File: config.mk
export PLATFORM = sky130hd
export DESIGN_NAME = hfo_queue
export DESIGN_NICKNAME = d
export VERILOG_FILES = /design/src/hfo_pkg.sv /design/src/hfo_queue.sv
export SDC_FILE = /design/constraint.sdc
export NUM_CORES = 1
export LEC_CHECK = 0
export CAP_MARGIN = 40
export CORE_AREA = 2 2 375 377
export CTS_CLUSTER_SIZE = 10
export DETAILED_ROUTE_END_ITERATION = 7
export DIE_AREA = 0 0 377 379
export DONT_BUFFER_PORTS = 1
export GPL_TIMING_DRIVEN = 0
export PLACE_DENSITY = 0.37
export SYNTH_ARGS = -nofsm -noshare
export SYNTH_HDL_FRONTEND = slang
export SYNTH_SLANG_ARGS = --single-unit
File: constraint.sdc
create_clock -name clk_i -period 32.8 [get_ports clk_i]
set_input_delay 1.64 -clock clk_i [delete_from_list [all_inputs] [get_ports clk_i]]
set_output_delay 1.64 -clock clk_i [all_outputs]
set_load 0.05 [all_outputs]
File: src/hfo_pkg.sv
// ----------------------------------------------------------------------------
// hfo_pkg
// widths, codes and shared types of the homography footprint overlap block
// ----------------------------------------------------------------------------
package hfo_pkg;

  // field widths
  localparam int COEF_W   = 48;
  localparam int XY_W     = 16;
  localparam int ID_W     = 16;
  localparam int CHUNK_PW = 24;
  localparam int CHUNK_SW = 16;

  // projection arithmetic
  localparam int PROD_W  = COEF_W + XY_W + 1;
  localparam int NUM_W   = COEF_W + XY_W + 2;
  localparam int Q_W     = 48;
  localparam int Q_FRAC  = 16;
  localparam int HI_SH   = Q_W - Q_FRAC;
  localparam int DIV_CYC = Q_W / 2;
  localparam int CNT_W   = $clog2(DIV_CYC + 1);
  localparam logic [Q_W-1:0] Q_MAX     = {1'b0, {(Q_W-1){1'b1}}};
  localparam logic [Q_W-1:0] Q_MIN_MAG = {1'b1, {(Q_W-1){1'b0}}};

  // corners and queue
  localparam int NCORNER  = 4;
  localparam int CORNER_W = $clog2(NCORNER);
  localparam int QDEPTH   = 2;
  localparam int QPTR_W   = $clog2(QDEPTH);
  localparam int QCNT_W   = $clog2(QDEPTH + 1);

  // register port
  localparam int APB_AW = 4;
  localparam int APB_DW = 32;

  typedef enum logic [1:0] {
    REG_CHUNK_X      = 2'd0,
    REG_CHUNK_Y      = 2'd1,
    REG_CHUNK_WIDTH  = 2'd2,
    REG_CHUNK_HEIGHT = 2'd3
  } reg_e;

  typedef enum logic [2:0] {
    ST_IDLE,
    ST_MUL,
    ST_SUM,
    ST_ABS,
    ST_LOAD,
    ST_DIV,
    ST_ACC,
    ST_DONE
  } back_state_e;

  // classified request as it sits in the queue
  typedef struct packed {
    logic [ID_W-1:0]              id;
    logic [XY_W-1:0]              w;
    logic [XY_W-1:0]              h;
    logic                         unknown;
    logic [8:0][COEF_W-1:0]       coef;
  } item_t;

  typedef struct packed {
    logic [CHUNK_PW-1:0] x;
    logic [CHUNK_PW-1:0] y;
    logic [CHUNK_SW-1:0] cw;
    logic [CHUNK_SW-1:0] ch;
  } cfg_t;

  typedef struct packed {
    logic not_empty;
    logic not_full;
  } qstat_t;

endpackage

File: src/hfo_queue.sv
// ----------------------------------------------------------------------------
// hfo_queue
// short fifo between the front and the projection engine
// ----------------------------------------------------------------------------
module hfo_queue (
  input  logic                 clk_i,
  input  logic                 rst_ni,
  input  logic                 push_i,
  input  hfo_pkg::item_t       entry_i,
  input  logic                 pop_i,
  output hfo_pkg::item_t       head_o,
  output hfo_pkg::qstat_t      qstat_o
);

  hfo_pkg::item_t                  mem_q [hfo_pkg::QDEPTH];
  logic [hfo_pkg::QPTR_W-1:0]      wr_q;
  logic [hfo_pkg::QPTR_W-1:0]      rd_q;
  logic [hfo_pkg::QCNT_W-1:0]      cnt_q;

  assign qstat_o.not_empty = (cnt_q != '0);
  assign qstat_o.not_full  = (cnt_q != hfo_pkg::QCNT_W'(hfo_pkg::QDEPTH));
  assign head_o            = mem_q[rd_q];

  // pointers and fill level
  always_ff @(posedge clk_i or negedge rst_ni) begin
    if (!rst_ni) begin
      wr_q  <= '0;
      rd_q  <= '0;
      cnt_q <= '0;
    end else begin
      if (push_i) begin
        wr_q <= wr_q + 1'b1;
      end
      if (pop_i) begin
        rd_q <= rd_q + 1'b1;
      end
      if (push_i && !pop_i) begin
        cnt_q <= cnt_q + 1'b1;
      end else if (pop_i && !push_i) begin
        cnt_q <= cnt_q - 1'b1;
      end
    end
  end

  // storage
  always_ff @(posedge clk_i) begin
    if (push_i) begin
      mem_q[wr_q] <= entry_i;
    end
  end

endmodule

[Word-level counts from Yosys, hierarchy flattened]
Memories as Yosys holds them, arrays and structs flattened.
Index checks and enable logic that the tools add are counted.
Word-level totals
  register bits: 4
  bits in latches: 0
  RAM bits: 962
  ROM bits: 0
  output and inout bits: 483
  word-level logic and storage cells: 19
  memories kept: 1
Memory list
  mem_q: words 2, width 481, read ports 1, clocked after Yosys merged registers in 0, write ports 1, RTL line hfo_queue.sv:15  | hfo_pkg::item_t mem_q [hfo_pkg::QDEPTH];
Cells by class
  add/sub/neg operators: 4
  $mul: 0
  div/mod/pow operators: 0
  order comparisons: 0
  eq/ne operators: 1
  shift-type cells: 0
  muxes and demuxes: 4
  bitwise gates (word level): 0
  reductions and logical operators: 6
Operators with widths (number)
  $mux 2: 2
  $reduce_bool 2->1: 2
  $add 1x1->1 const B: 2
  $add 2x1->2 const B: 1
  $logic_and 1x1->1: 2
  $logic_not 1->1: 2
  $mux 1: 2
  $ne 2x2->1 const B: 1
  $sub 2x1->2 const B: 1

[Logic depth before layout (Yosys ltp)]
Gate-level depths: netlist of run 1.
  depth after elaboration: 4
  mapped depth: 5
  depth with buffers taken out: 5

[Least setup slack after synthesis of run 1]
No wires, ideal clock.
  path type: input-to-reg
  start: input port push_i
  end: memory mem_q[0][0] in the netlist's numbering, enable pin
  setup time: 1.394 ns
  arrival time: 22.266 ns
  required time: 31.406 ns
  setup slack: 9.140 ns
  stages: 1
  cells stage by stage: nor2b_1
Between the ends
  longest elaborated chain between the ends: 2
Ends and longest elaborated chain
  from (decl): RTL line hfo_queue.sv:8  | input logic push_i,
  $mux 1: RTL line hfo_queue.sv:47  | if (push_i) begin
  $mux 1 (implied by the code): RTL line hfo_queue.sv:48  | mem_q[wr_q] <= entry_i;
  to (decl): RTL line hfo_queue.sv:15
Every way passes these cells.

==> results of run 1 <==
## metrics by stage
step | utilization [%] | hold slack (ns)
after floorplan | - | 0.455
after global placement | 27.0 | 0.473
after detailed placement | 27.5 | 0.482
after CTS | 29.7 | 0.491
after global routing | 29.7 | 0.532
final | 29.7 | 0.489
## flip-flops by register name, summed over array words and instances (netlist names)
signal,flops
cnt_q,2
mem_q,962
wr_q,1
rd_q,1
## layout make-up
cell class | count | area, µm² | share of cell area, %
sequential | 966 | 29000 | 70.2
multi-input combinational | 492 | 5660 | 13.7
clock buffer | 137 | 2920 | 7.07
tap | 1807 | 2260 | 5.47
timing repair buffer | 30 | 706 | 1.71
buffer | 54 | 604 | 1.46
clock inverter | 15 | 140 | 0.339
antenna | 6 | 15.0 | 0.0364
inverter | 1 | 3.75 | 0.00909
## routing by layer
layer / vias to the layer above / share of wire, % / track usage, %
met5: - / 0 / 0
li1: 6311 / - / -
met3: 168 / 14 / 8.06
met1: 7455 / 30 / 10.7
met4: 0 / 3.7 / 4.91
met2: 688 / 52 / 22.1
## cell families after synthesis
group,Yosys count,synth area share (%)
DFF,966,82.2
muxes,481,15.8
buffers and inverters,55,1.73
xor gates and xnor gates,5,0.124
and+or+nand+nor,5,0.0817
adders and majority gates,1,0.0355
## cells in the final DEF (no fill, tap or decap), types with 2 or more instances in the layout
master     netlist  layout
mux2_1           8       8
buf_6           53      53
clkinv_1         0       6
clkbuf_1         0      24
mux2_4          40      40
clkinv_16        0       2
xor2_1           4       4
buf_16           0      14
clkbuf_16        0     113
clkinv_2         0       4
buf_12           0      16
edfxtp_1       962     962
dfrtp_1          4       4
diode_2          0       6
mux2_2         433     433
## worst paths after layout
| path | slack (ns) | endpoint | start | depth (start not counted) |
|---|---|---|---|---|
| min in group asynchronous | 0.64 | rd_q | rst_ni | 0 |
| max in group asynchronous | 32.09 | wr_q | rst_ni | 0 |
| worst min register to register | 0.49 | cnt_q[1] | cnt_q[1] | 1 |
| worst max register to register | 29.77 | mem_q[0][313] | wr_q | 8 |
| worst min-delay path | 0.49 | cnt_q[1] | cnt_q[1] | 1 |
| worst max-delay path | 28.93 | head_o[457] | rd_q | 4 |
## power by group through the flow
stage,sequential (mW),combinational [mW],clock [mW]
2_1_floorplan,1.88,1.51,0
5_1_grt,1.70,1.90,1.15
4_1_cts,1.68,1.87,1.11
6_report,1.68,1.83,1.07
3_3_place_gp,2.00,1.81,0
3_5_place_dp,1.70,1.87,0
==> flow_summary_export.csv, run 1 <==
group,metric,value,unit
sta,fmax,258,MHz
synthesis,syn-num-nets,1999,
synthesis,synth-main-ff-cell,"edfxtp_1",
setup_path,crit_top_cell,"buf_6",
synthesis,synth-seq-cells,966,
clock_network,numCtsBuffers,111,
floorplanning,die-area,0.143,mm²
clock_network,cts_tree,"yes",
clock_network,path_clk_slew,0.05,ns
detailed_routing,antenna_left,0,
detailed_routing,dr.first_iter.drc_count,729,
finish,fill_cells,13400,
pwr,switching_share,41.8,%
grt,antenna_found_initial,3,
setup_path,cp_num_buf_inv,3,
setup_path,critPathLaunchType,"flop",
clock_network,cts_buffer_depth,3,
setup_path,critical_path.top_delay_family,"buffers and inverters",
place,placedCellCount,3350,
sta,fin_crit,3.87,ns
detailed_routing,via_per_inst,4.17,
synthesis,synthTopCellsByCount,"edfxtp_1, mux2_2, buf_6",
synthesis,syn_area_per_cell,23.3,µm²
clock_network,insertion_delay,0.69,ns
synthesis,yosys.area.top_type,"edfxtp_1",
clock_network,postCtsSetupBuffers,0,
clock_network,postCtsHoldBufs,0,
finish,layout-drive-gt1-share,40.2,%
setup_path,worstSetupPathType,"reg2out",
grt,grtUsageTotal,12.3,%
sta,slew-limit-headroom,46.2,%
detailed_routing,drc,0,
sta,setup_tns,0,ns
sta,setup-violations-final,0,
place,placed_cell_area,0.0382,mm²
detailed_routing,vias,14600,
synthesis,synth_edf_count,962,
setup_path,cp_slowest_cell,"mux2_2",
grt,grt_pass1_wl,122000,µm
clock_network,cts_resized,0,
floorplanning,die_w,377,µm
detailed_routing,wl_per_cell,26.4,µm
sta,skew,0.0287,ns
sta,layout_setup_ws,28.93,ns
floorplanning,ios,968,
worst_hold_path,min_path_type,"reg2reg",
sta,maxSlewViolCount,0,
finish,fin_nets,2142,
setup_path,slowest_delay,0.53,ns
clock_network,cts-root-buf,"clkbuf_16",
setup_path,path_cells,"buf_4, buf_6, buf_6, mux2_2",
pwr,seqPwrFrac,36.7,%
clock_network,cts_sinks,966,
place,post-place-ws,28.47,ns
synthesis,seq_area_frac_synth,82.2,%
synthesis,synth.most_common_cell,"edfxtp_1",
detailed_routing,dr.pass1.iters,4,
pwr,p_per_area,111,mW/mm²
pwr,clock_power_share,23.3,%
sta,finalCritPeriodShare,11.8,%
detailed_routing,drt_wl_total,92800,µm
synthesis,synthCells,1513,
setup_path,worst_ep_arrival_time,2.23,ns
floorplanning,core_area,0.139,mm²
place,io_buffers,0,
clock_network,ctsHtreeMaxLevel,3,
synthesis,syn_area,0.0352,mm²
finish,instances_no_fill,3508,
synthesis,synth_area_leaders,"edfxtp_1, mux2_2, mux2_4",
synthesis,yosysTopAreaCellShare,82.0,%
place,place_congestion,0.764,
synthesis,synthDistinctLibCells,16,
finish,syn_to_final_growth,17.2,%
pwr,power_frac_comb,40.0,%
synthesis,synth_warnings,0,
run,maxCapViolCount,0,
sta,rsz0062_at_grt,"no",
place,hpwl,70200,µm
sta,hold_viol_final,0,
sta,tightest_slew,0.805,ns
floorplanning,fp.dieH,379,µm
setup_path,crit_required,31.16,ns
pwr,p_leak,13.3,nW
pwr,p_int,2.66,mW
grt,grt_max_degree,61,
setup_path,setup.worst_path.end_class,"output pin",
pwr,ir_worst_vdd,0.0000503,V
setup_path,worstPathMaxFanout,10,
outcome,status,"complete, no violations",
grt,grt_overflow,0,
floorplanning,initial_core_util,25.4,%
finish,design_area,0.0413,mm²
floorplanning,rows,137,
pwr,p_sw,1.91,mW
pwr,total_power,4.58,mW
grt,grt_pass1_vias,15800,
synthesis,synthArstFlopShare,0.414,%
Power figures use the tool's default switching activity.
==> inputs of run 2 (changes only) <==
==> constraint.sdc (replaced) <==
create_clock -name clk_i -period 3.8 [get_ports clk_i]
set_input_delay 0.19 -clock clk_i [delete_from_list [all_inputs] [get_ports clk_i]]
set_output_delay 0.19 -clock clk_i [all_outputs]
set_load 0.05 [all_outputs]
==> run 2 against run 1 <==
Net effect: setup slack got worse by 28 ns; clock skew rose by 0.012 ns; combinational power rose to 9.0 times the previous value; sequential cell count did not move; first-iteration DRC count rose by 13%; worst hold slack got worse by 0.37 ns; core utilization rose by 3.7 points; clock power rose to 9.1 times the previous value; wire length rose by 4.1%; critical path type is now reg2reg.
==> flow_summary_export.csv, run 2 (synthesized netlist as in run 1, its figures left out) <==
group,metric,value,unit
setup_path,cp_slowest_cell,"nor2b_4",
detailed_routing,drt_wl_total,96500,µm
grt,grt_pass1_vias,18200,
detailed_routing,dr.pass1.iters,4,
clock_network,numCtsBuffers,115,
outcome,status,"complete, no violations",
floorplanning,core_area,0.139,mm²
sta,fmax,304,MHz
setup_path,worst_ep_arrival_time,3.71,ns
detailed_routing,dr.first_iter.drc_count,826,
finish,top_register,"mem_q",
place,post-place-ws,0.437,ns
place,hpwl,71600,µm
pwr,p_per_area,874,mW/mm²
clock_network,cts_tree,"yes",
sta,setup_tns,0,ns
sta,skew,0.0407,ns
floorplanning,rows,137,
pwr,p_leak,15.4,nW
setup_path,setup.worst_path.end_class,"flop",
clock_network,path_clk_slew,0.06,ns
floorplanning,die-area,0.143,mm²
grt,grt_overflow,0,
sta,finalCritPeriodShare,86.7,%
setup_path,worstSetupPathType,"reg2reg",
floorplanning,ios,968,
setup_path,critical_path.top_delay_family,"buffers and inverters",
grt,antenna_found_initial,13,
sta,tightest_slew,0.647,ns
floorplanning,initial_core_util,25.4,%
run,maxCapViolCount,0,
worst_hold_path,min_path_type,"in2reg",
finish,largest_reg_flops,962,
grt,grt_pass1_wl,132000,µm
place,place_congestion,0.761,
detailed_routing,antenna_left,0,
grt,grtUsageTotal,12.9,%
detailed_routing,vias,16600,
clock_network,cts_sinks,966,
clock_network,cts_resized,0,
finish,syn_to_final_growth,31.6,%
clock_network,ctsHtreeMaxLevel,3,
clock_network,cts-root-buf,"clkbuf_16",
setup_path,slowest_delay,0.50,ns
detailed_routing,drc,0,
pwr,ir_worst_vdd,0.000498,V
detailed_routing,via_per_inst,4.15,
floorplanning,fp.dieH,379,µm
setup_path,path_cells,"nor2b_4, buf_16, buf_12, buf_12, buf_16, buf_16, buf_16, buf_12, buf_16, buf_12, buf_16",
sta,slew-limit-headroom,57.0,%
finish,reg.largest.list,"mem_q: 962 flops, cnt_q: 2 flops",
grt,grt_max_degree,61,
finish,layout-drive-gt1-share,31.4,%
setup_path,critPathLaunchType,"flop",
clock_network,insertion_delay,0.72,ns
sta,layout_setup_ws,0.506,ns
detailed_routing,wl_per_cell,24.1,µm
setup_path,cp_num_buf_inv,10,
sta,maxSlewViolCount,0,
setup_path,worstPathMaxFanout,26,
clock_network,cts_buffer_depth,3,
finish,final_common_cell,"edfxtp_1",
finish,fin_nets,2631,
floorplanning,die_w,377,µm
finish,mostFrequentLayoutCells,"edfxtp_1, dlygate4sd3_1, mux2_2",
sta,setup-violations-final,0,
sta,rsz0062_at_grt,"no",
sta,hold_viol_final,0,
sta,fin_crit,3.29,ns
place,io_buffers,0,
setup_path,crit_required,4.21,ns
setup_path,crit_top_cell,"buf_16",
==> run 2: metal layers <==
metal / GRT usage [%] / share of wire [%]
met1: 13.1 / 35
met2: 23.3 / 53
met3: 5.67 / 9.4
met4: 4.38 / 2.9
met5: 0 / 0
==> run 2: worst paths after layout <==
path | start | slack (ns) | end | cells past startpoint
min in group asynchronous | rst_ni | 0.44 | rd_q | 2
worst max register to register | wr_q | 0.51 | mem_q[0][149] | 11
worst max-delay path | wr_q | 0.51 | mem_q[0][149] | 11
worst min register to register | cnt_q[1] | 0.50 | cnt_q[1] | 1
worst min-delay path | entry_i[226] | 0.12 | mem_q[0][226] | 1
max in group asynchronous | rst_ni | 3.10 | wr_q | 2
==> run 2: where the power goes <==
part / internal (mW) / leakage (nW) / switching (mW) / total [mW]
Combinational: 3.92 / 4.77 / 12.4 / 16.4
Clock: 5.56 / 1.58 / 4.13 / 9.70
Sequential: 14.1 / 9.08 / 0.380 / 14.5
Total: 23.6 / 15.4 / 17.0 / 40.5
==> run 2: layout make-up <==
type | instances | area (µm²)
flip-flops and latches | 966 | 29000
well taps | 1807 | 2260
clock buffers | 138 | 2990
diodes | 10 | 25.0
multi-input cells | 492 | 5660
fillers | 13300 | 92500
repair buffers | 515 | 5560
plain buffers | 54 | 604
inverters | 1 | 3.75
clock inverters | 28 | 288
==> run 2: repair_timing <==
| action | CTS | global route |
|---|---|---|
| endpoints found under the hold margin | 1055 | 0 |
| setup buffers | 0 | 0 |
| hold buffers | 485 | 0 |
==> run 2: through the flow <==
| step | hold WS (ns) | total power, mW | cells | util [%] | instance area (µm²) |
|---|---|---|---|---|---|
| 2_1_floorplan | -0.106 | 28.2 | 1513 | - | 35300 |
| 3_3_place_gp | -0.103 | 29.3 | 3320 | 27.0 | 37500 |
| 3_5_place_dp | -0.103 | 30.9 | 3350 | 27.5 | 38200 |
| 4_1_cts | 0.00827 | 41.3 | 4001 | 33.4 | 46400 |
| 5_1_grt | 0.0534 | 42.1 | 4011 | 33.4 | 46400 |
| 6_report | 0.121 | 40.5 | 4011 | 33.4 | 46400 |
==> inputs of run 3 (changes only) <==
--- a/config.mk
+++ b/config.mk
@@ -7,6 +7,7 @@
 export LEC_CHECK = 0
 export CAP_MARGIN = 40
 export CORE_AREA = 2 2 375 377
+export CTS_BUF_LIST = sky130_fd_sc_hd__clkbuf_4 sky130_fd_sc_hd__clkbuf_8
 export CTS_CLUSTER_SIZE = 10
 export DETAILED_ROUTE_END_ITERATION = 7
 export DIE_AREA = 0 0 377 379
==> run 3 against run 2 <==
Net effect: the run now fails in clock tree synthesis (4_1_cts); synthesized cell count unchanged; synthesized area unchanged.
==> flow_summary_export.csv, run 3 <==
group,metric,value,unit
outcome,status,"stopped before the end",
outcome,haltStage,"clock tree synthesis (4_1_cts)",
outcome,error_line,"[ERROR RSZ-0060] Max buffer count reached.",
synthesis,syn-num-nets,1999,
synthesis,synthCells,1513,
synthesis,synth-seq-cells,966,
synthesis,synth_edf_count,962,
floorplanning,die_w,377,µm
floorplanning,ios,968,
floorplanning,initial_core_util,25.4,%
place,io_buffers,0,
clock_network,cts_resized,0,
synthesis,syn_area_per_cell,23.3,µm²
synthesis,synthTopCellsByCount,"edfxtp_1, mux2_2, buf_6",
clock_network,cts_sinks,966,
floorplanning,fp.dieH,379,µm
clock_network,ctsHtreeMaxLevel,4,
clock_network,postCtsSetupBuffers,0,
synthesis,syn_area,0.0352,mm²
clock_network,cts_buffer_depth,3,
clock_network,cts-root-buf,"clkbuf_8",
synthesis,yosys.area.top_type,"edfxtp_1",
clock_network,postCtsHoldBufs,730,
place,place_congestion,0.761,
synthesis,synth-main-ff-cell,"edfxtp_1",
synthesis,synthDistinctLibCells,16,
synthesis,yosysTopAreaCellShare,82.0,%
floorplanning,rows,137,
synthesis,seq_area_frac_synth,82.2,%
clock_network,numCtsBuffers,169,
synthesis,synthArstFlopShare,0.414,%
place,placed_cell_area,0.0382,mm²
synthesis,synth_area_leaders,"edfxtp_1, mux2_2, mux2_4",
synthesis,synth.most_common_cell,"edfxtp_1",
synthesis,synth_warnings,0,
place,hpwl,71600,µm
-- run 3: cell counts after synthesis --
No cell type changed its count.
-- run 3: cells by family after synthesis --
group | count (synthesis) | share of synthesized area (%)
fa+ha+maj | 1 | 0.0355
flops | 966 | 82.2
xor+xnor | 5 | 0.124
buf+inv | 55 | 1.73
mux | 481 | 15.8
simple gates | 5 | 0.0817
-- run 3: stage by stage --
stage               TNS (ns)  cells  setup WS [ns]
detailed placement         0   3350          0.437
global placement    -7139.75   3320          -8.52
floorplan           -3438.62   1513          -4.19
==> inputs of run 4 (changes only) <==
==> config.mk (replaced) <==
export PLATFORM = sky130hd
export DESIGN_NAME = hfo_queue
export DESIGN_NICKNAME = d
export VERILOG_FILES = /design/src/hfo_pkg.sv /design/src/hfo_queue.sv
export SDC_FILE = /design/constraint.sdc
export NUM_CORES = 1
export LEC_CHECK = 0
export CAP_MARGIN = 40
export CORE_AREA = 2 2 380 382
export DETAILED_ROUTE_END_ITERATION = 7
export DIE_AREA = 0 0 382 384
export DONT_BUFFER_PORTS = 1
export GPL_TIMING_DRIVEN = 0
export PLACE_DENSITY_LB_ADDON = 0.15
export SYNTH_ARGS = -nofsm -noshare
export SYNTH_HDL_FRONTEND = slang
export SYNTH_SLANG_ARGS = --single-unit
==> run 4 against run 3 <==
Net effect: the flow now finishes without violations.
==> flow_summary_export.csv, run 4 (synthesized netlist as in run 1, its figures left out) <==
group,metric,value,unit
sta,fin_crit,2.63,ns
grt,grt_max_degree,60,
pwr,p_leak,15.4,nW
finish,mostFrequentLayoutCells,"edfxtp_1, dlygate4sd3_1, mux2_2",
finish,layout-drive-gt1-share,31.4,%
detailed_routing,wl_met2,51000,µm
place,place_congestion,0.785,
floorplanning,core_area,0.143,mm²
grt,grt_pass1_vias,17900,
grt,grt_pass1_wl,131000,µm
pwr,total_power,40.3,mW
detailed_routing,drc,0,
pwr,p_per_area,869,mW/mm²
floorplanning,die_w,382,µm
detailed_routing,wl_per_cell,23.2,µm
sta,slew-limit-headroom,57.3,%
setup_path,worstPathMaxFanout,53,
detailed_routing,dr.pass1.iters,4,
sta,finalCritPeriodShare,69.3,%
detailed_routing,routed.top_layer,"met5",
setup_path,critPathLaunchType,"flop",
pwr,ir_worst_vdd,0.000526,V
finish,register_area,0.0290,mm²
finish,fin_nets,2620,
detailed_routing,vias,16500,
clock_network,path_clk_slew,0.06,ns
worst_hold_path,hold_path_startpoint,"entry_i[269]",
clock_network,ctsHtreeMaxLevel,3,
place,io_buffers,0,
finish,fill_cells,13600,
grt,grtUsageTotal,12.5,%
clock_network,cts_sinks,966,
detailed_routing,drt_wl_total,96000,µm
setup_path,setup.worst_path.end_class,"flop",
outcome,status,"complete, no violations",
floorplanning,die-area,0.147,mm²
sta,maxSlewViolCount,0,
detailed_routing,wl_met3,9120,µm
detailed_routing,via_per_inst,4.00,
sta,setup-violations-final,0,
floorplanning,ios,968,
finish,reg.largest.list,"mem_q: 962 flops, cnt_q: 2 flops",
setup_path,worstSetupPathType,"reg2reg",
detailed_routing,dr.first_iter.drc_count,861,
sta,layout_setup_ws,1.17,ns
finish,design_area,0.0464,mm²
sta,tightest_slew,0.643,ns
setup_path,r2r_start,"wr_q",
floorplanning,rows,139,
worst_hold_path,min_path_type,"in2reg",
clock_network,cts_tree,"yes",
finish,multiInputGateArea,0.00566,mm²
setup_path,crit_required,4.18,ns
place,placed_cell_area,0.0383,mm²
sta,fmax,380,MHz
clock_network,cts_buffer_depth,3,
sta,rsz0062_at_grt,"no",
sta,skew,0.0451,ns
sta,hold_viol_final,0,
run,maxCapViolCount,0,
clock_network,numCtsBuffers,106,
place,post-place-ws,1.10,ns
floorplanning,initial_core_util,24.7,%
clock_network,postCtsSetupBuffers,0,
finish,top_register,"mem_q",
finish,syn_to_final_growth,31.7,%
grt,grt_overflow,0,
finish,largest_reg_flops,962,
grt,antenna_found_initial,18,
setup_path,worst_ep_arrival_time,3.02,ns
sta,setup_tns,0,ns
finish,final_common_cell,"edfxtp_1",
clock_network,cts_resized,0,
sta,whs,0.129,ns
floorplanning,fp.dieH,384,µm
clock_network,insertion_delay,0.70,ns
place,hpwl,72400,µm
setup_path,critPathLaunch,"wr_q",
detailed_routing,antenna_left,0,
detailed_routing,met1_length,32600,µm
clock_network,cts-root-buf,"clkbuf_16",
run 4: worst paths after layout:
kind | to | slack (ns) | cells after the start
worst min register to register | cnt_q[1] | 0.49 | 1
worst max register to register | mem_q[1][420] | 1.17 | 5
min in group asynchronous | rd_q | 0.36 | 2
max in group asynchronous | wr_q | 3.21 | 2
worst max-delay path | mem_q[1][420] | 1.17 | 5
worst min-delay path | mem_q[1][269] | 0.13 | 1
run 4: what timing repair did:
action,CTS,global route
hold buffers,485,0
hold endpoints to repair,1078,0
endpoints found under the setup margin,0,0
run 4: power breakdown:
group | internal (mW) | total (mW) | switching [mW]
Sequential | 14.1 | 14.5 | 0.379
Combinational | 3.88 | 16.3 | 12.4
Clock | 5.42 | 9.56 | 4.14
Total | 23.4 | 40.3 | 16.9
run 4: area by class of cell:
class	instances	share of cell area, %
Clock buffer	135	5.95
Inverter	1	0.00809
Tap cell	1903	5.13
Clock inverter	59	1.07
Antenna cell	7	0.0377
Multi-Input combinational cell	492	12.2
Timing Repair Buffer	513	11.8
Buffer	54	1.30
Sequential cell	966	62.5
run 4: stage by stage:
step / utilization, % / std cells
2_1_floorplan: - / 1513
3_3_place_gp: 26.4 / 3416
3_5_place_dp: 26.8 / 3444
4_1_cts: 32.5 / 4123
5_1_grt: 32.5 / 4130
6_report: 32.5 / 4130
run 4: critical path, cell delays in order, from the launching register on:
cell and delay [ns]:
dfrtp_1 0.41, and2_4 0.51, buf_16 0.32, buf_16 0.32, buf_16 0.28, buf_12 0.27
run 4: metal layers:
layer  up-vias  GRT usage, %
li1       7333             -
met1      8291          12.4
met2       702          22.9
met3       169          5.59
met4        12          4.43
met5         -             0
