==> config.mk <==
export PLATFORM = sky130hd
export DESIGN_NAME = hfo_front_flat
export DESIGN_NICKNAME = d
export VERILOG_FILES = /design/src/hfo_pkg.sv /design/src/hfo_if.sv /design/src/hfo_front.sv /design/src/flat_wrapper.sv
export SDC_FILE = /design/constraint.sdc
export NUM_CORES = 1
export LEC_CHECK = 0
export ABC_AREA = 1
export CAP_MARGIN = 0
export CORE_AREA = 2 2 377 379
export DETAILED_ROUTE_END_ITERATION = 10
export DIE_AREA = 0 0 379 381
export DONT_BUFFER_PORTS = 1
export PLACE_DENSITY = 0.3
export SYNTH_ARGS = -nofsm -noshare
export SYNTH_HDL_FRONTEND = slang
export SYNTH_SLANG_ARGS = --single-unit
==> constraint.sdc <==
create_clock -name clk_i -period 28.1 [get_ports clk_i]
set_clock_uncertainty 0.1 [all_clocks]
set_input_delay 2.81 -clock clk_i [delete_from_list [all_inputs] [get_ports clk_i]]
set_output_delay 2.81 -clock clk_i [all_outputs]
set_load 0.03 [all_outputs]
==> src/hfo_pkg.sv <==
// ----------------------------------------------------------------------------
// hfo_pkg
// widths, codes and shared types of the homography footprint overlap block
// ----------------------------------------------------------------------------
package hfo_pkg;

  // field widths
  localparam int COEF_W   = 48;
  localparam int XY_W     = 16;
  localparam int ID_W     = 16;
  localparam int CHUNK_PW = 24;
  localparam int CHUNK_SW = 16;

  // projection arithmetic
  localparam int PROD_W  = COEF_W + XY_W + 1;
  localparam int NUM_W   = COEF_W + XY_W + 2;
  localparam int Q_W     = 48;
  localparam int Q_FRAC  = 16;
  localparam int HI_SH   = Q_W - Q_FRAC;
  localparam int DIV_CYC = Q_W / 2;
  localparam int CNT_W   = $clog2(DIV_CYC + 1);
  localparam logic [Q_W-1:0] Q_MAX     = {1'b0, {(Q_W-1){1'b1}}};
  localparam logic [Q_W-1:0] Q_MIN_MAG = {1'b1, {(Q_W-1){1'b0}}};

  // corners and queue
  localparam int NCORNER  = 4;
  localparam int CORNER_W = $clog2(NCORNER);
  localparam int QDEPTH   = 2;
  localparam int QPTR_W   = $clog2(QDEPTH);
  localparam int QCNT_W   = $clog2(QDEPTH + 1);

  // register port
  localparam int APB_AW = 4;
  localparam int APB_DW = 32;

  typedef enum logic [1:0] {
    REG_CHUNK_X      = 2'd0,
    REG_CHUNK_Y      = 2'd1,
    REG_CHUNK_WIDTH  = 2'd2,
    REG_CHUNK_HEIGHT = 2'd3
  } reg_e;

  typedef enum logic [2:0] {
    ST_IDLE,
    ST_MUL,
    ST_SUM,
    ST_ABS,
    ST_LOAD,
    ST_DIV,
    ST_ACC,
    ST_DONE
  } back_state_e;

  // classified request as it sits in the queue
  typedef struct packed {
    logic [ID_W-1:0]              id;
    logic [XY_W-1:0]              w;
    logic [XY_W-1:0]              h;
    logic                         unknown;
    logic [8:0][COEF_W-1:0]       coef;
  } item_t;

  typedef struct packed {
    logic [CHUNK_PW-1:0] x;
    logic [CHUNK_PW-1:0] y;
    logic [CHUNK_SW-1:0] cw;
    logic [CHUNK_SW-1:0] ch;
  } cfg_t;

  typedef struct packed {
    logic not_empty;
    logic not_full;
  } qstat_t;

endpackage

==> src/hfo_if.sv <==
// ----------------------------------------------------------------------------
// hfo channel interfaces
// valid/ready channels for image requests and overlap results
// ----------------------------------------------------------------------------
interface hfo_item_if;
  logic                                 valid;
  logic                                 ready;
  logic        [hfo_pkg::ID_W-1:0]      image_id;
  logic        [hfo_pkg::XY_W-1:0]      image_width;
  logic        [hfo_pkg::XY_W-1:0]      image_height;
  logic signed [hfo_pkg::COEF_W-1:0]    coef_m0;
  logic signed [hfo_pkg::COEF_W-1:0]    coef_m1;
  logic signed [hfo_pkg::COEF_W-1:0]    coef_m2;
  logic signed [hfo_pkg::COEF_W-1:0]    coef_m3;
  logic signed [hfo_pkg::COEF_W-1:0]    coef_m4;
  logic signed [hfo_pkg::COEF_W-1:0]    coef_m5;
  logic signed [hfo_pkg::COEF_W-1:0]    coef_m6;
  logic signed [hfo_pkg::COEF_W-1:0]    coef_m7;
  logic signed [hfo_pkg::COEF_W-1:0]    coef_m8;

  modport source (output valid, image_id, image_width, image_height, coef_m0, coef_m1,
                  coef_m2, coef_m3, coef_m4, coef_m5, coef_m6, coef_m7, coef_m8,
                  input ready);
  modport sink   (input valid, image_id, image_width, image_height, coef_m0, coef_m1,
                  coef_m2, coef_m3, coef_m4, coef_m5, coef_m6, coef_m7, coef_m8,
                  output ready);
endinterface


==> src/hfo_front.sv <==
// ----------------------------------------------------------------------------
// hfo_front
// takes image requests, flags unknown sizes and hands them to the queue
// ----------------------------------------------------------------------------
module hfo_front (
  input  logic                 clk_i,
  input  logic                 rst_ni,
  hfo_item_if.sink             item_i,
  input  hfo_pkg::qstat_t      qstat_i,
  output logic                 push_o,
  output hfo_pkg::item_t       entry_o
);

  logic           valid_q;
  hfo_pkg::item_t entry_q;
  logic           take;

  // slot is free or drains into the queue this cycle
  assign push_o       = valid_q && qstat_i.not_full;
  assign item_i.ready = !valid_q || qstat_i.not_full;
  assign take         = item_i.valid && item_i.ready;
  assign entry_o      = entry_q;

  always_ff @(posedge clk_i or negedge rst_ni) begin
    if (!rst_ni) begin
      valid_q <= 1'b0;
    end else if (take) begin
      valid_q <= 1'b1;
    end else if (push_o) begin
      valid_q <= 1'b0;
    end
  end

  // classify and capture the request
  always_ff @(posedge clk_i) begin
    if (take) begin
      entry_q.id      <= item_i.image_id;
      entry_q.w       <= item_i.image_width;
      entry_q.h       <= item_i.image_height;
      entry_q.unknown <= (item_i.image_width == '0) || (item_i.image_height == '0);
      entry_q.coef[0] <= item_i.coef_m0;
      entry_q.coef[1] <= item_i.coef_m1;
      entry_q.coef[2] <= item_i.coef_m2;
      entry_q.coef[3] <= item_i.coef_m3;
      entry_q.coef[4] <= item_i.coef_m4;
      entry_q.coef[5] <= item_i.coef_m5;
      entry_q.coef[6] <= item_i.coef_m6;
      entry_q.coef[7] <= item_i.coef_m7;
      entry_q.coef[8] <= item_i.coef_m8;
    end
  end

endmodule

==> src/flat_wrapper.sv <==
// flat-port wrapper written by rule: the top's interface ports become plain ports
module hfo_front_flat 
  (clk_i, rst_ni, qstat_i, push_o, entry_o, item_i_valid, item_i_image_id, item_i_image_width, item_i_image_height, item_i_coef_m0, item_i_coef_m1, item_i_coef_m2, item_i_coef_m3, item_i_coef_m4, item_i_coef_m5, item_i_coef_m6, item_i_coef_m7, item_i_coef_m8, item_i_ready);
  hfo_item_if item_i_i ();
  input  logic clk_i;
  input  logic rst_ni;
  input  hfo_pkg::qstat_t qstat_i;
  output logic push_o;
  output hfo_pkg::item_t entry_o;
  input wire logic [$bits(item_i_i.valid)-1:0] item_i_valid;
  input wire logic [$bits(item_i_i.image_id)-1:0] item_i_image_id;
  input wire logic [$bits(item_i_i.image_width)-1:0] item_i_image_width;
  input wire logic [$bits(item_i_i.image_height)-1:0] item_i_image_height;
  input wire logic [$bits(item_i_i.coef_m0)-1:0] item_i_coef_m0;
  input wire logic [$bits(item_i_i.coef_m1)-1:0] item_i_coef_m1;
  input wire logic [$bits(item_i_i.coef_m2)-1:0] item_i_coef_m2;
  input wire logic [$bits(item_i_i.coef_m3)-1:0] item_i_coef_m3;
  input wire logic [$bits(item_i_i.coef_m4)-1:0] item_i_coef_m4;
  input wire logic [$bits(item_i_i.coef_m5)-1:0] item_i_coef_m5;
  input wire logic [$bits(item_i_i.coef_m6)-1:0] item_i_coef_m6;
  input wire logic [$bits(item_i_i.coef_m7)-1:0] item_i_coef_m7;
  input wire logic [$bits(item_i_i.coef_m8)-1:0] item_i_coef_m8;
  output wire logic [$bits(item_i_i.ready)-1:0] item_i_ready;
  assign item_i_i.valid = item_i_valid;
  assign item_i_i.image_id = item_i_image_id;
  assign item_i_i.image_width = item_i_image_width;
  assign item_i_i.image_height = item_i_image_height;
  assign item_i_i.coef_m0 = item_i_coef_m0;
  assign item_i_i.coef_m1 = item_i_coef_m1;
  assign item_i_i.coef_m2 = item_i_coef_m2;
  assign item_i_i.coef_m3 = item_i_coef_m3;
  assign item_i_i.coef_m4 = item_i_coef_m4;
  assign item_i_i.coef_m5 = item_i_coef_m5;
  assign item_i_i.coef_m6 = item_i_coef_m6;
  assign item_i_i.coef_m7 = item_i_coef_m7;
  assign item_i_i.coef_m8 = item_i_coef_m8;
  assign item_i_ready = item_i_i.ready;
  hfo_front u_core (.clk_i(clk_i), .rst_ni(rst_ni), .item_i(item_i_i), .qstat_i(qstat_i), .push_o(push_o), .entry_o(entry_o));
endmodule
[After elaboration in Yosys (flattened, before gate mapping)]
Cells that the tools add are included.
Widths: inputs -> output; s select.
Cells by class
  $add $sub $neg: 0
  multipliers: 0
  divide/modulo/power cells: 0
  $lt $le $gt $ge: 0
  equal/unequal tests: 0
  shift operators: 0
  mux-type cells: 2
  bitwise logic cells: 0
  reductions and logical operators: 8
Operators by type and width (count)
  $logic_not 16->1: 2
  $logic_and 1x1->1: 2
  $logic_or 1x1->1: 2
  $mux 1: 2
  $reduce_bool 2->1: 1
  $logic_not 1->1: 1
Storage, ports and cells
  register bits: 482
  bits in latches: 0
  memory bits (writable): 0
  bits in read-only memories: 0
  output and inout port bits: 483
  memories: 0

[Longest topological paths before layout]
Gate-level depths: netlist (run 1).
  depth after elaboration: 4
  depth in mapped cells: 5
  depth with buffers taken out: 5

[Worst setup path before layout (run 1)]
OpenSTA, ideal clock, no wires.
  path kind: input to register
  start: input item_i_valid
  end: register u_core.entry_q (netlist bit u_core.entry_o[0]), enable pin
  setup time: 1485 ps
  arrival time: 25873 ps
  required time: 26515 ps
  path slack: 643 ps
  stages on the path: 2
  buffers on the path: 0
  cell sequence: inv_1 a21oi_1
On the way
  cells in the longest elaborated chain, start to end: 1
Ends and longest elaborated chain
  from (decl): line flat_wrapper.sv:10  | input wire logic [$bits(item_i_i.valid)-1:0] item_i_valid;
  $logic_and 1x1->1: line hfo_front.sv:21  | assign take = item_i.valid && item_i.ready;
  via u_core.take: line hfo_front.sv:16  | logic take;
  to (decl): line hfo_front.sv:15  | hfo_pkg::item_t entry_q;
The timed path passes the listed nets, and every way through them passes these cells.
A chain may end at the register's enable or synchronous reset.

[Worst setup path after layout (run 1)]
  start: input qstat_i[0] in the netlist's numbering
  end: output item_i_ready
On the way
  cells in the longest elaborated chain, start to end: 1
Ends and longest elaborated chain
  from (decl): line flat_wrapper.sv:7  | input hfo_pkg::qstat_t qstat_i;
  $logic_or 1x1->1: line hfo_front.sv:20  | assign item_i.ready = !valid_q || qstat_i.not_full;
  to (decl): line flat_wrapper.sv:23  | output wire logic [$bits(item_i_i.ready)-1:0] item_i_ready;
Every way passes these cells.

==> results of run 1 <==
-- sequential cells by signal (all words and copies together), names as in the netlist --
register / cells
u_core.valid_q: 1
u_core.entry_o: 481
-- metal layers --
layer | share of wire [%] | track usage, % | vias up | wire length, µm
li1 | - | - | 2234 | -
met5 | 0.22 | 0 | - | 120
met3 | 15 | 4.38 | 123 | 7920
met1 | 31 | 6.63 | 2951 | 16800
met2 | 50 | 11.9 | 601 | 27000
met4 | 3.2 | 2.57 | 18 | 1700
-- cells by family (layout without fill, tap and decap cells) --
kind of cell / Yosys count / count (layout) / share of synthesized area, %
flops: 482 / 482 / 99.0
buf+inv: 3 / 103 / 0.0771
other cells: 0 / 9 / 0
simple gates: 34 / 34 / 0.873
compound gates: 1 / 1 / 0.0342
-- worst min path at each step --
stage	startpoint	endpoint	slack [ns]	depth (start not counted)
3_3_place_gp	u_core.valid_q	u_core.valid_q	0.79	2
5_1_grt	u_core.valid_q	u_core.valid_q	0.87	2
3_5_place_dp	u_core.valid_q	u_core.valid_q	0.79	2
6_report	u_core.valid_q	u_core.valid_q	0.80	2
4_1_cts	u_core.valid_q	u_core.valid_q	0.81	2
2_1_floorplan	u_core.valid_q	u_core.valid_q	0.58	2
-- per-stage QoR --
| step | utilization [%] | area [µm²] | cells |
|---|---|---|---|
| final | 13.4 | 18900 | 2519 |
| after global routing | 13.4 | 18800 | 2510 |
| after CTS | 13.4 | 18800 | 2510 |
| after detailed placement | 12.1 | 17000 | 2418 |
| after global placement | 12.1 | 17000 | 2418 |
| after floorplan | - | 14600 | 520 |
-- cells in the mapped netlist --
cell / count
sky130_fd_sc_hd__a21oi_1: 1
sky130_fd_sc_hd__dfrtp_1: 1
sky130_fd_sc_hd__edfxtp_1: 481
sky130_fd_sc_hd__inv_1: 3
sky130_fd_sc_hd__nand2_1: 14
sky130_fd_sc_hd__nor2_1: 20
-- where the power goes --
group          switching, µW  internal [µW]  leakage [µW]
Sequential              99.4            844       0.00459
Combinational           19.0           1.48      0.000116
Clock                    285            436      0.000862
-- layout make-up --
cell class                 count  area share (%)
sequential                   482            76.7
multi-input combinational     35           0.763
tap                         1890            12.5
timing repair buffer           8           0.318
clock inverter                30            2.26
antenna                        9           0.119
inverter                       3          0.0597
clock buffer                  62            7.21
==> metrics, run 1 <==
outcome=finished clean; number of cells produced by synthesis=between 500 and 600; IR drop worst, VDD=between 30 and 40 µV; width of the die=379 µm; setup repair bufs after CTS=0; TritonCTS clock tree=built; crit path time final=roughly 6 ns; routability-driven placement congestion ratio=slightly below 0.9; Yosys reg bits=about 480; setup repair after global routing missed its margin=no; # nets final=around 1100; maximum number of pins on one net before global-route repair=between 80 and 90; global-route wire length before repair=~65000 µm; post-DR vias/cell=approximately 2.4; logic depth of the worst setup path including buffers=2; effective utilization at floorplan=between 10 and 15%; Reg-to-Reg Start=u_core.valid_q; maximum fanout along the worst path=2; critical path arrival=roughly 3.2 ns; worst-case reg-to-reg path depth=5; largest delay contributor family on the critical path=simple AND/OR/NAND/NOR gates; area growth from synthesis to layout=29.1%; count of fill cells added during filler insertion=approximately 16000; area of the core=around 0.14 mm²; Worst EP required=approximately 25 ns; CTS resizes=0; final number of setup-violating endpoints=0; count of maximum capacitance violations=0; grt total ovfl=0; deepest level of the CTS H-tree=2; fmax=roughly 160 MHz; transition at the pin with the smallest max-transition slack=1.09 ns; clock transition at the register clock pins on the worst setup and hold paths after CTS=roughly 0.060 ns; highest-count cells in the layout ignoring fill and taps=sky130_fd_sc_hd__edfxtp_1 (481), sky130_fd_sc_hd__clkbuf_16 (53), sky130_fd_sc_hd__nor2_1 (20), sky130_fd_sc_hd__nand2_1 (14), sky130_fd_sc_hd__bufinv_16 (10); worst setup path start=qstat_i[0]; initial detailed-routing violation count=between 400 and 500; multi-input combinational cell area=144 µm²; half-perimeter wire length after placement=about 43000 µm; total of warnings raised by yosys=0; share of the synthesized area in the top cell type=a little over nine tenths; critical path buffer and inverter count=1; most common library cell in the layout ignoring fill and taps=sky130_fd_sc_hd__edfxtp_1; TritonCTS Buffers=52; area used by sequential logic in the layout=~0.014 mm²; leading cell types by total area after synthesis=sky130_fd_sc_hd__edfxtp_1 (99%), sky130_fd_sc_hd__nor2_1 (0.51%), sky130_fd_sc_hd__nand2_1 (0.36%), sky130_fd_sc_hd__dfrtp_1 (0.17%), sky130_fd_sc_hd__inv_1 (0.077%); pwr dens=89.4 mW/mm²; Slowest cell on crit path=sky130_fd_sc_hd__nand2_1; DRT Wirelength=around 54000 µm; clock latency at the later pin of the worst-skew pair=0.62 ns; number of distinct library cells after synthesis=6; clock sink total=around 480; number of antenna-violating nets in the routed design=0; Boundary Pins=just under 1000; worst min-delay path category=reg -> reg; endpoint of the worst-slack reg-to-reg timing path=u_core.entry_o[318]; vias in the first global route=about 6100; share of the yosys chip area belonging to registers=around 99%; I/O Buffers=0; per-instance average area after synthesis=28.1 µm²; Final Max Slew Viols=0; number of buffers added to fix hold violations after cts=0; antenna violations before repair=29; number of iterations in the first detailed-routing pass=5; Bufs on Longest Clock Path=3; library cell with the largest summed area after synthesis=sky130_fd_sc_hd__edfxtp_1; final worst-path cycle share=between 20% and 30%; critical path start-end classification=in -> out; global router's overall resource usage=6.92%; clock root buffer=sky130_fd_sc_hd__clkbuf_16; area of the die=roughly 0.14 mm²; combined area of all synthesized cells=roughly 0.015 mm²; syn nets=1005; row count=between 100 and 150; total negative setup slack=0 ns; die boundary height=between 300 and 400 µm; reg-to-reg setup timing slack=23.98 ns; dpl ws=between 20 and 25 ns; drt drc=0; Final Hold Violating Endpoints=0; average wire per standard cell=roughly 21 µm; Max-slew headroom=between 20% and 30%; leakage power summed over all cells=around 0.0056 µW; post-layout worst setup margin=roughly 22 ns; crit path cell chain=inv_1, nand2_1; layout cell share with drive strength beyond 1=between 10% and 20%; critical path capture point type=output port; Via Count=5927; post-route total power=between 1500 and 2000 µW; largest stage delay on the critical path=~0.33 ns; startpoint class of the critical path=input pin; crit path capture=item_i_ready; Hold Worst Slack=0.799 ns
(Power assumes the default switching activity.)
==> run 2, diff against run 1 <==
- clock period: 28.1 -> 6.1 ns (I/O delays scaled with it)
==> metrics, run 2 (synthesis results as in run 1) <==
outcome=finished clean; vias in the first global route=between 8000 and 9000; CTS resizes=0; clock latency at the later pin of the worst-skew pair=0.62 ns; final number of setup-violating endpoints=0; crit path time final=2.78 ns; Design Area, Final=roughly 0.024 mm²; Boundary Pins=968; Final Max Slew Viols=0; count of maximum capacitance violations=0; largest stage delay on the critical path=~0.56 ns; fmax=around 360 MHz; setup repair after global routing missed its margin=no; critical path arrival=~3 ns; critical path start-end classification=in -> reg; drt drc=0; Worst EP required=~6.3 ns; critical path capture point type=flip-flop; max reg flops=481; initial detailed-routing violation count=about 560; clock sink total=between 400 and 500; Bufs on Longest Clock Path=3; die boundary height=roughly 380 µm; clock transition at the register clock pins on the worst setup and hold paths after CTS=approximately 0.060 ns; antenna violations before repair=23; global router's overall resource usage=approximately 7.3%; highest-count cells in the layout ignoring fill and taps=sky130_fd_sc_hd__dlygate4sd3_1 (482), sky130_fd_sc_hd__edfxtp_1 (481), sky130_fd_sc_hd__clkbuf_16 (53), sky130_fd_sc_hd__nor2_1 (20), sky130_fd_sc_hd__nand2_1 (14); # nets final=roughly 1600; Slowest cell on crit path=sky130_fd_sc_hd__a21oi_4; grt total ovfl=0; logic depth of the worst setup path including buffers=5; clock root buffer=sky130_fd_sc_hd__clkbuf_16; Max-slew headroom=roughly 30%; TritonCTS Buffers=52; number of buffers added to fix hold violations after cts=just under 500; startpoint class of the critical path=input pin; crit path capture=u_core.entry_o[403]; TritonCTS clock tree=built; I/O Buffers=0; row count=between 100 and 150; maximum number of pins on one net before global-route repair=between 150 and 200; average wire per standard cell=~19 µm; post-DR vias/cell=between 2 and 3; area growth from synthesis to layout=61.6%; IR drop worst, VDD=~180 µV; global-route wire length before repair=between 70000 and 80000 µm; final worst-path cycle share=about 46%; critical path buffer and inverter count=4; number of iterations in the first detailed-routing pass=4; area of the die=0.144 mm²; half-perimeter wire length after placement=approximately 43000 µm; Reg-to-Reg Start=u_core.valid_q; crit path cell chain=dlygate4sd3_1, inv_2, a21oi_4, buf_12, buf_4; width of the die=between 300 and 400 µm; worst setup path start=item_i_valid; endpoint of the worst-slack reg-to-reg timing path=u_core.entry_o[403]; reg-to-reg setup timing slack=between 3 and 4 ns; pwr dens=about 330 mW/mm²; routability-driven placement congestion ratio=0.909; layout cell share with drive strength beyond 1=slightly below 8%; placement-stage cell area=0.0171 mm²; effective utilization at floorplan=roughly a tenth; worst-case reg-to-reg path depth=3; Via Count=approximately 8000; area of the core=roughly 0.14 mm²; maximum fanout along the worst path=130; deepest level of the CTS H-tree=2; total negative setup slack=0 ns; DRT Wirelength=roughly 57000 µm; setup repair bufs after CTS=0; transition at the pin with the smallest max-transition slack=~1.0 ns; leakage power summed over all cells=between 0.007 and 0.008 µW; number of antenna-violating nets in the routed design=0; largest delay contributor family on the critical path=buffers and inverters; worst min-delay path category=in -> async; Final Hold Violating Endpoints=0; most common library cell in the layout ignoring fill and taps=sky130_fd_sc_hd__dlygate4sd3_1
run 2: layout make-up:
cell class / instances / area, µm²
antenna: 5 / 12.5
sequential: 482 / 14500
timing repair buffer: 495 / 4950
multi-input combinational: 35 / 144
clock inverter: 27 / 269
inverter: 3 / 13.8
clock buffer: 67 / 1390
fill: 15300 / 117000
tap: 1890 / 2360
run 2: power breakdown:
part	leakage [µW]	switching (µW)	internal, µW
Combinational	0.00216	167	219
Clock	0.000809	1310	1810
Sequential	0.00459	456	3890
Total	0.00756	1940	5920
run 2: stage by stage:
| step | std cells | hold WS, ns | setup slack [ns] | util, % | total power [µW] |
|---|---|---|---|---|---|
| after floorplan | 520 | 0.214 | -2.94 | - | 4460 |
| after global placement | 2423 | 0.214 | 3.16 | 12.2 | 4530 |
| after detailed placement | 2423 | 0.215 | 3.16 | 12.2 | 4520 |
| after CTS | 2999 | 0.0436 | 3.28 | 16.8 | 7990 |
| after global routing | 3000 | 0.0550 | 3.22 | 16.8 | 8160 |
| final | 3004 | 0.108 | 3.32 | 16.8 | 7850 |
run 2: worst min path at each step:
stage,startpoint,endpoint,slack [ns],cells past startpoint
after global placement,rst_ni,u_core.valid_q,0.21,0
after floorplan,rst_ni,u_core.valid_q,0.21,0
final,rst_ni,u_core.valid_q,0.11,1
after detailed placement,rst_ni,u_core.valid_q,0.21,0
after global routing,rst_ni,u_core.valid_q,0.05,1
after CTS,rst_ni,u_core.valid_q,0.04,1
run 2: layer usage:
layer | up-vias | routed length, µm | global-route usage (%) | share of wire, %
li1 | 3213 | - | - | -
met1 | 3895 | 19000 | 7.57 | 34
met2 | 607 | 28600 | 12.7 | 51
met3 | 82 | 7130 | 3.48 | 13
met4 | 8 | 1760 | 2.82 | 3.1
met5 | - | 51 | 0 | 0.090
==> run 3, diff against run 2 <==
- clock period: 6.1 -> 2.35 ns (I/O delays scaled with it)
==> metrics, run 3 (synthesis results as in run 1) <==
critical path capture point type=flip-flop; final worst-path cycle share=77.1%; switching fraction of total power=about 25%; area of the core=0.141 mm²; crit path time final=~1.8 ns; die boundary height=~380 µm; net switching component of the power=4970 µW; transition at the pin with the smallest max-transition slack=about 0.53 ns; maximum number of pins on one net before global-route repair=slightly above 80; clock share of power=about two fifths; clock transition at the register clock pins on the worst setup and hold paths after CTS=approximately 0.060 ns; IR drop worst, VDD=between 500 and 600 µV; I/O Buffers=0; worst-case reg-to-reg path depth=3; Flop pwr share=56.3%; setup repair after global routing missed its margin=no; Final Non-Filler Cells=~3000; vias in the first global route=just under 9000; pwr dens=approximately 850 mW/mm²; TritonCTS clock tree=built; Hold Worst Slack=between 0.06 and 0.07 ns; critical path buffer and inverter count=2; CTS resizes=0; largest delay contributor family on the critical path=buffers and inverters; source of the worst hold timing path=qstat_i[0]; area growth from synthesis to layout=61.9%; critical path start-end classification=reg -> reg; Final Hold Violating Endpoints=0; area of the die=between 0.1 and 0.15 mm²; internal power=between 15000 and 20000 µW; Worst EP required=around 2.5 ns; clock latency at the later pin of the worst-skew pair=around 0.61 ns; antenna violations before repair=35; Slowest cell on crit path=sky130_fd_sc_hd__dfrtp_1; post-DR vias/cell=around 2.6; count of maximum capacitance violations=0; critical path's most frequent cell=sky130_fd_sc_hd__buf_12; Gate power share=5.2%; Design Area, Final=0.0237 mm²; core occupancy in the finished layout=16.8%; Bufs on Longest Clock Path=3; number of iterations in the first detailed-routing pass=5; initial detailed-routing violation count=slightly above 500; routability-driven placement congestion ratio=around 0.91; drt drc=0; Reg-to-Reg Start=u_core.valid_q; worst setup path start=u_core.valid_q; clock root buffer=sky130_fd_sc_hd__clkbuf_16; Final Max Slew Viols=0; global router's overall resource usage=roughly 7.6%; Min-Delay Path Depth=3; most common library cell in the layout ignoring fill and taps=sky130_fd_sc_hd__dlygate4sd3_1; TritonCTS Buffers=50; largest stage delay on the critical path=0.42 ns; worst min-delay path category=in -> reg; effective utilization at floorplan=between 10% and 20%; number of antenna-violating nets in the routed design=0; fmax=around 550 MHz; startpoint class of the critical path=flip-flop; logic depth of the worst setup path including buffers=3; width of the die=379 µm; number of placed instances, taps included=2434; row count=around 140; crit path cell chain=a21oi_4, buf_12, buf_12; grt total ovfl=0; final number of setup-violating endpoints=0; critical path arrival=between 1.5 and 2 ns; Max-slew headroom=between 60 and 70%; clock sink total=between 400 and 500; count of fill cells added during filler insertion=15200; global-route wire length before repair=between 70000 and 80000 µm; # nets final=1565; leakage power summed over all cells=between 0.007 and 0.008 µW; max reg flops=between 400 and 500; half-perimeter wire length after placement=45500 µm; DRT Wirelength=between 50000 and 60000 µm; average wire per standard cell=19.4 µm; placement-stage cell area=~0.017 mm²; maximum fanout along the worst path=81; outcome=finished clean; Boundary Pins=about 970; layout cell share with drive strength beyond 1=around 8.4%; Via Count=between 7000 and 8000; highest-count cells in the layout ignoring fill and taps=sky130_fd_sc_hd__dlygate4sd3_1 (484), sky130_fd_sc_hd__edfxtp_1 (481), sky130_fd_sc_hd__clkbuf_16 (51), sky130_fd_sc_hd__nor2_1 (20), sky130_fd_sc_hd__buf_4 (18); deepest level of the CTS H-tree=2
run 3: path summary, 6_finish.rpt:
| path | end | slack [ns] |
|---|---|---|
| min | u_core.entry_o[97] | 0.07 |
| min in group asynchronous | u_core.valid_q | 0.29 |
| max | u_core.entry_o[179] | 0.54 |
| min reg2reg | u_core.entry_o[97] | 0.77 |
| max reg2reg | u_core.entry_o[179] | 0.54 |
| max in group asynchronous | u_core.valid_q | 1.75 |
run 3: tightest hold or removal path, cell delays in order:
cell	delay, ns
sky130_fd_sc_hd__inv_1	0.09
sky130_fd_sc_hd__a21oi_4	0.09
sky130_fd_sc_hd__buf_12	0.16
run 3: metrics by stage:
stage | setup WS, ns | setup TNS [ns] | total power (µW)
global route | 0.475 | 0 | 20800
floorplan | -6.57 | -3161.71 | 11600
finish | 0.538 | 0 | 20000
CTS | 0.554 | 0 | 20400
detailed placement | 0.559 | 0 | 11800
global placement | 0.587 | 0 | 11800
run 3: repair_timing:
action                    in CTS  in global routing
hold buffers                 484                  0
setup buffers                  0                  0
hold endpoints to repair     484                  0
run 3: layout make-up:
class	count	area [µm²]	share of cell area, %
well taps	1890	2360	9.99
diodes	3	7.51	0.0317
repair buffers	508	5100	21.6
clock buffers	61	1310	5.55
multi-input cells	35	144	0.608
flip-flops and latches	482	14500	61.1
clock inverters	29	251	1.06
inverters	3	11.3	0.0476
run 3: per-layer routing:
| metal | up-vias | routed length [µm] | GRT usage [%] |
|---|---|---|---|
| li1 | 3217 | - | - |
| met1 | 3964 | 20400 | 8.01 |
| met2 | 625 | 29500 | 13.2 |
| met3 | 96 | 6950 | 3.54 |
| met4 | 14 | 1470 | 2.34 |
| met5 | - | 85 | 0 |
run 3: power groups by stage:
stage	clock, µW	combinational, µW	sequential (µW)
6_report	7720	1050	11300
2_1_floorplan	0	168	11400
3_3_place_gp	0	298	11500
5_1_grt	8350	1130	11300
4_1_cts	8020	1070	11300
3_5_place_dp	0	308	11500
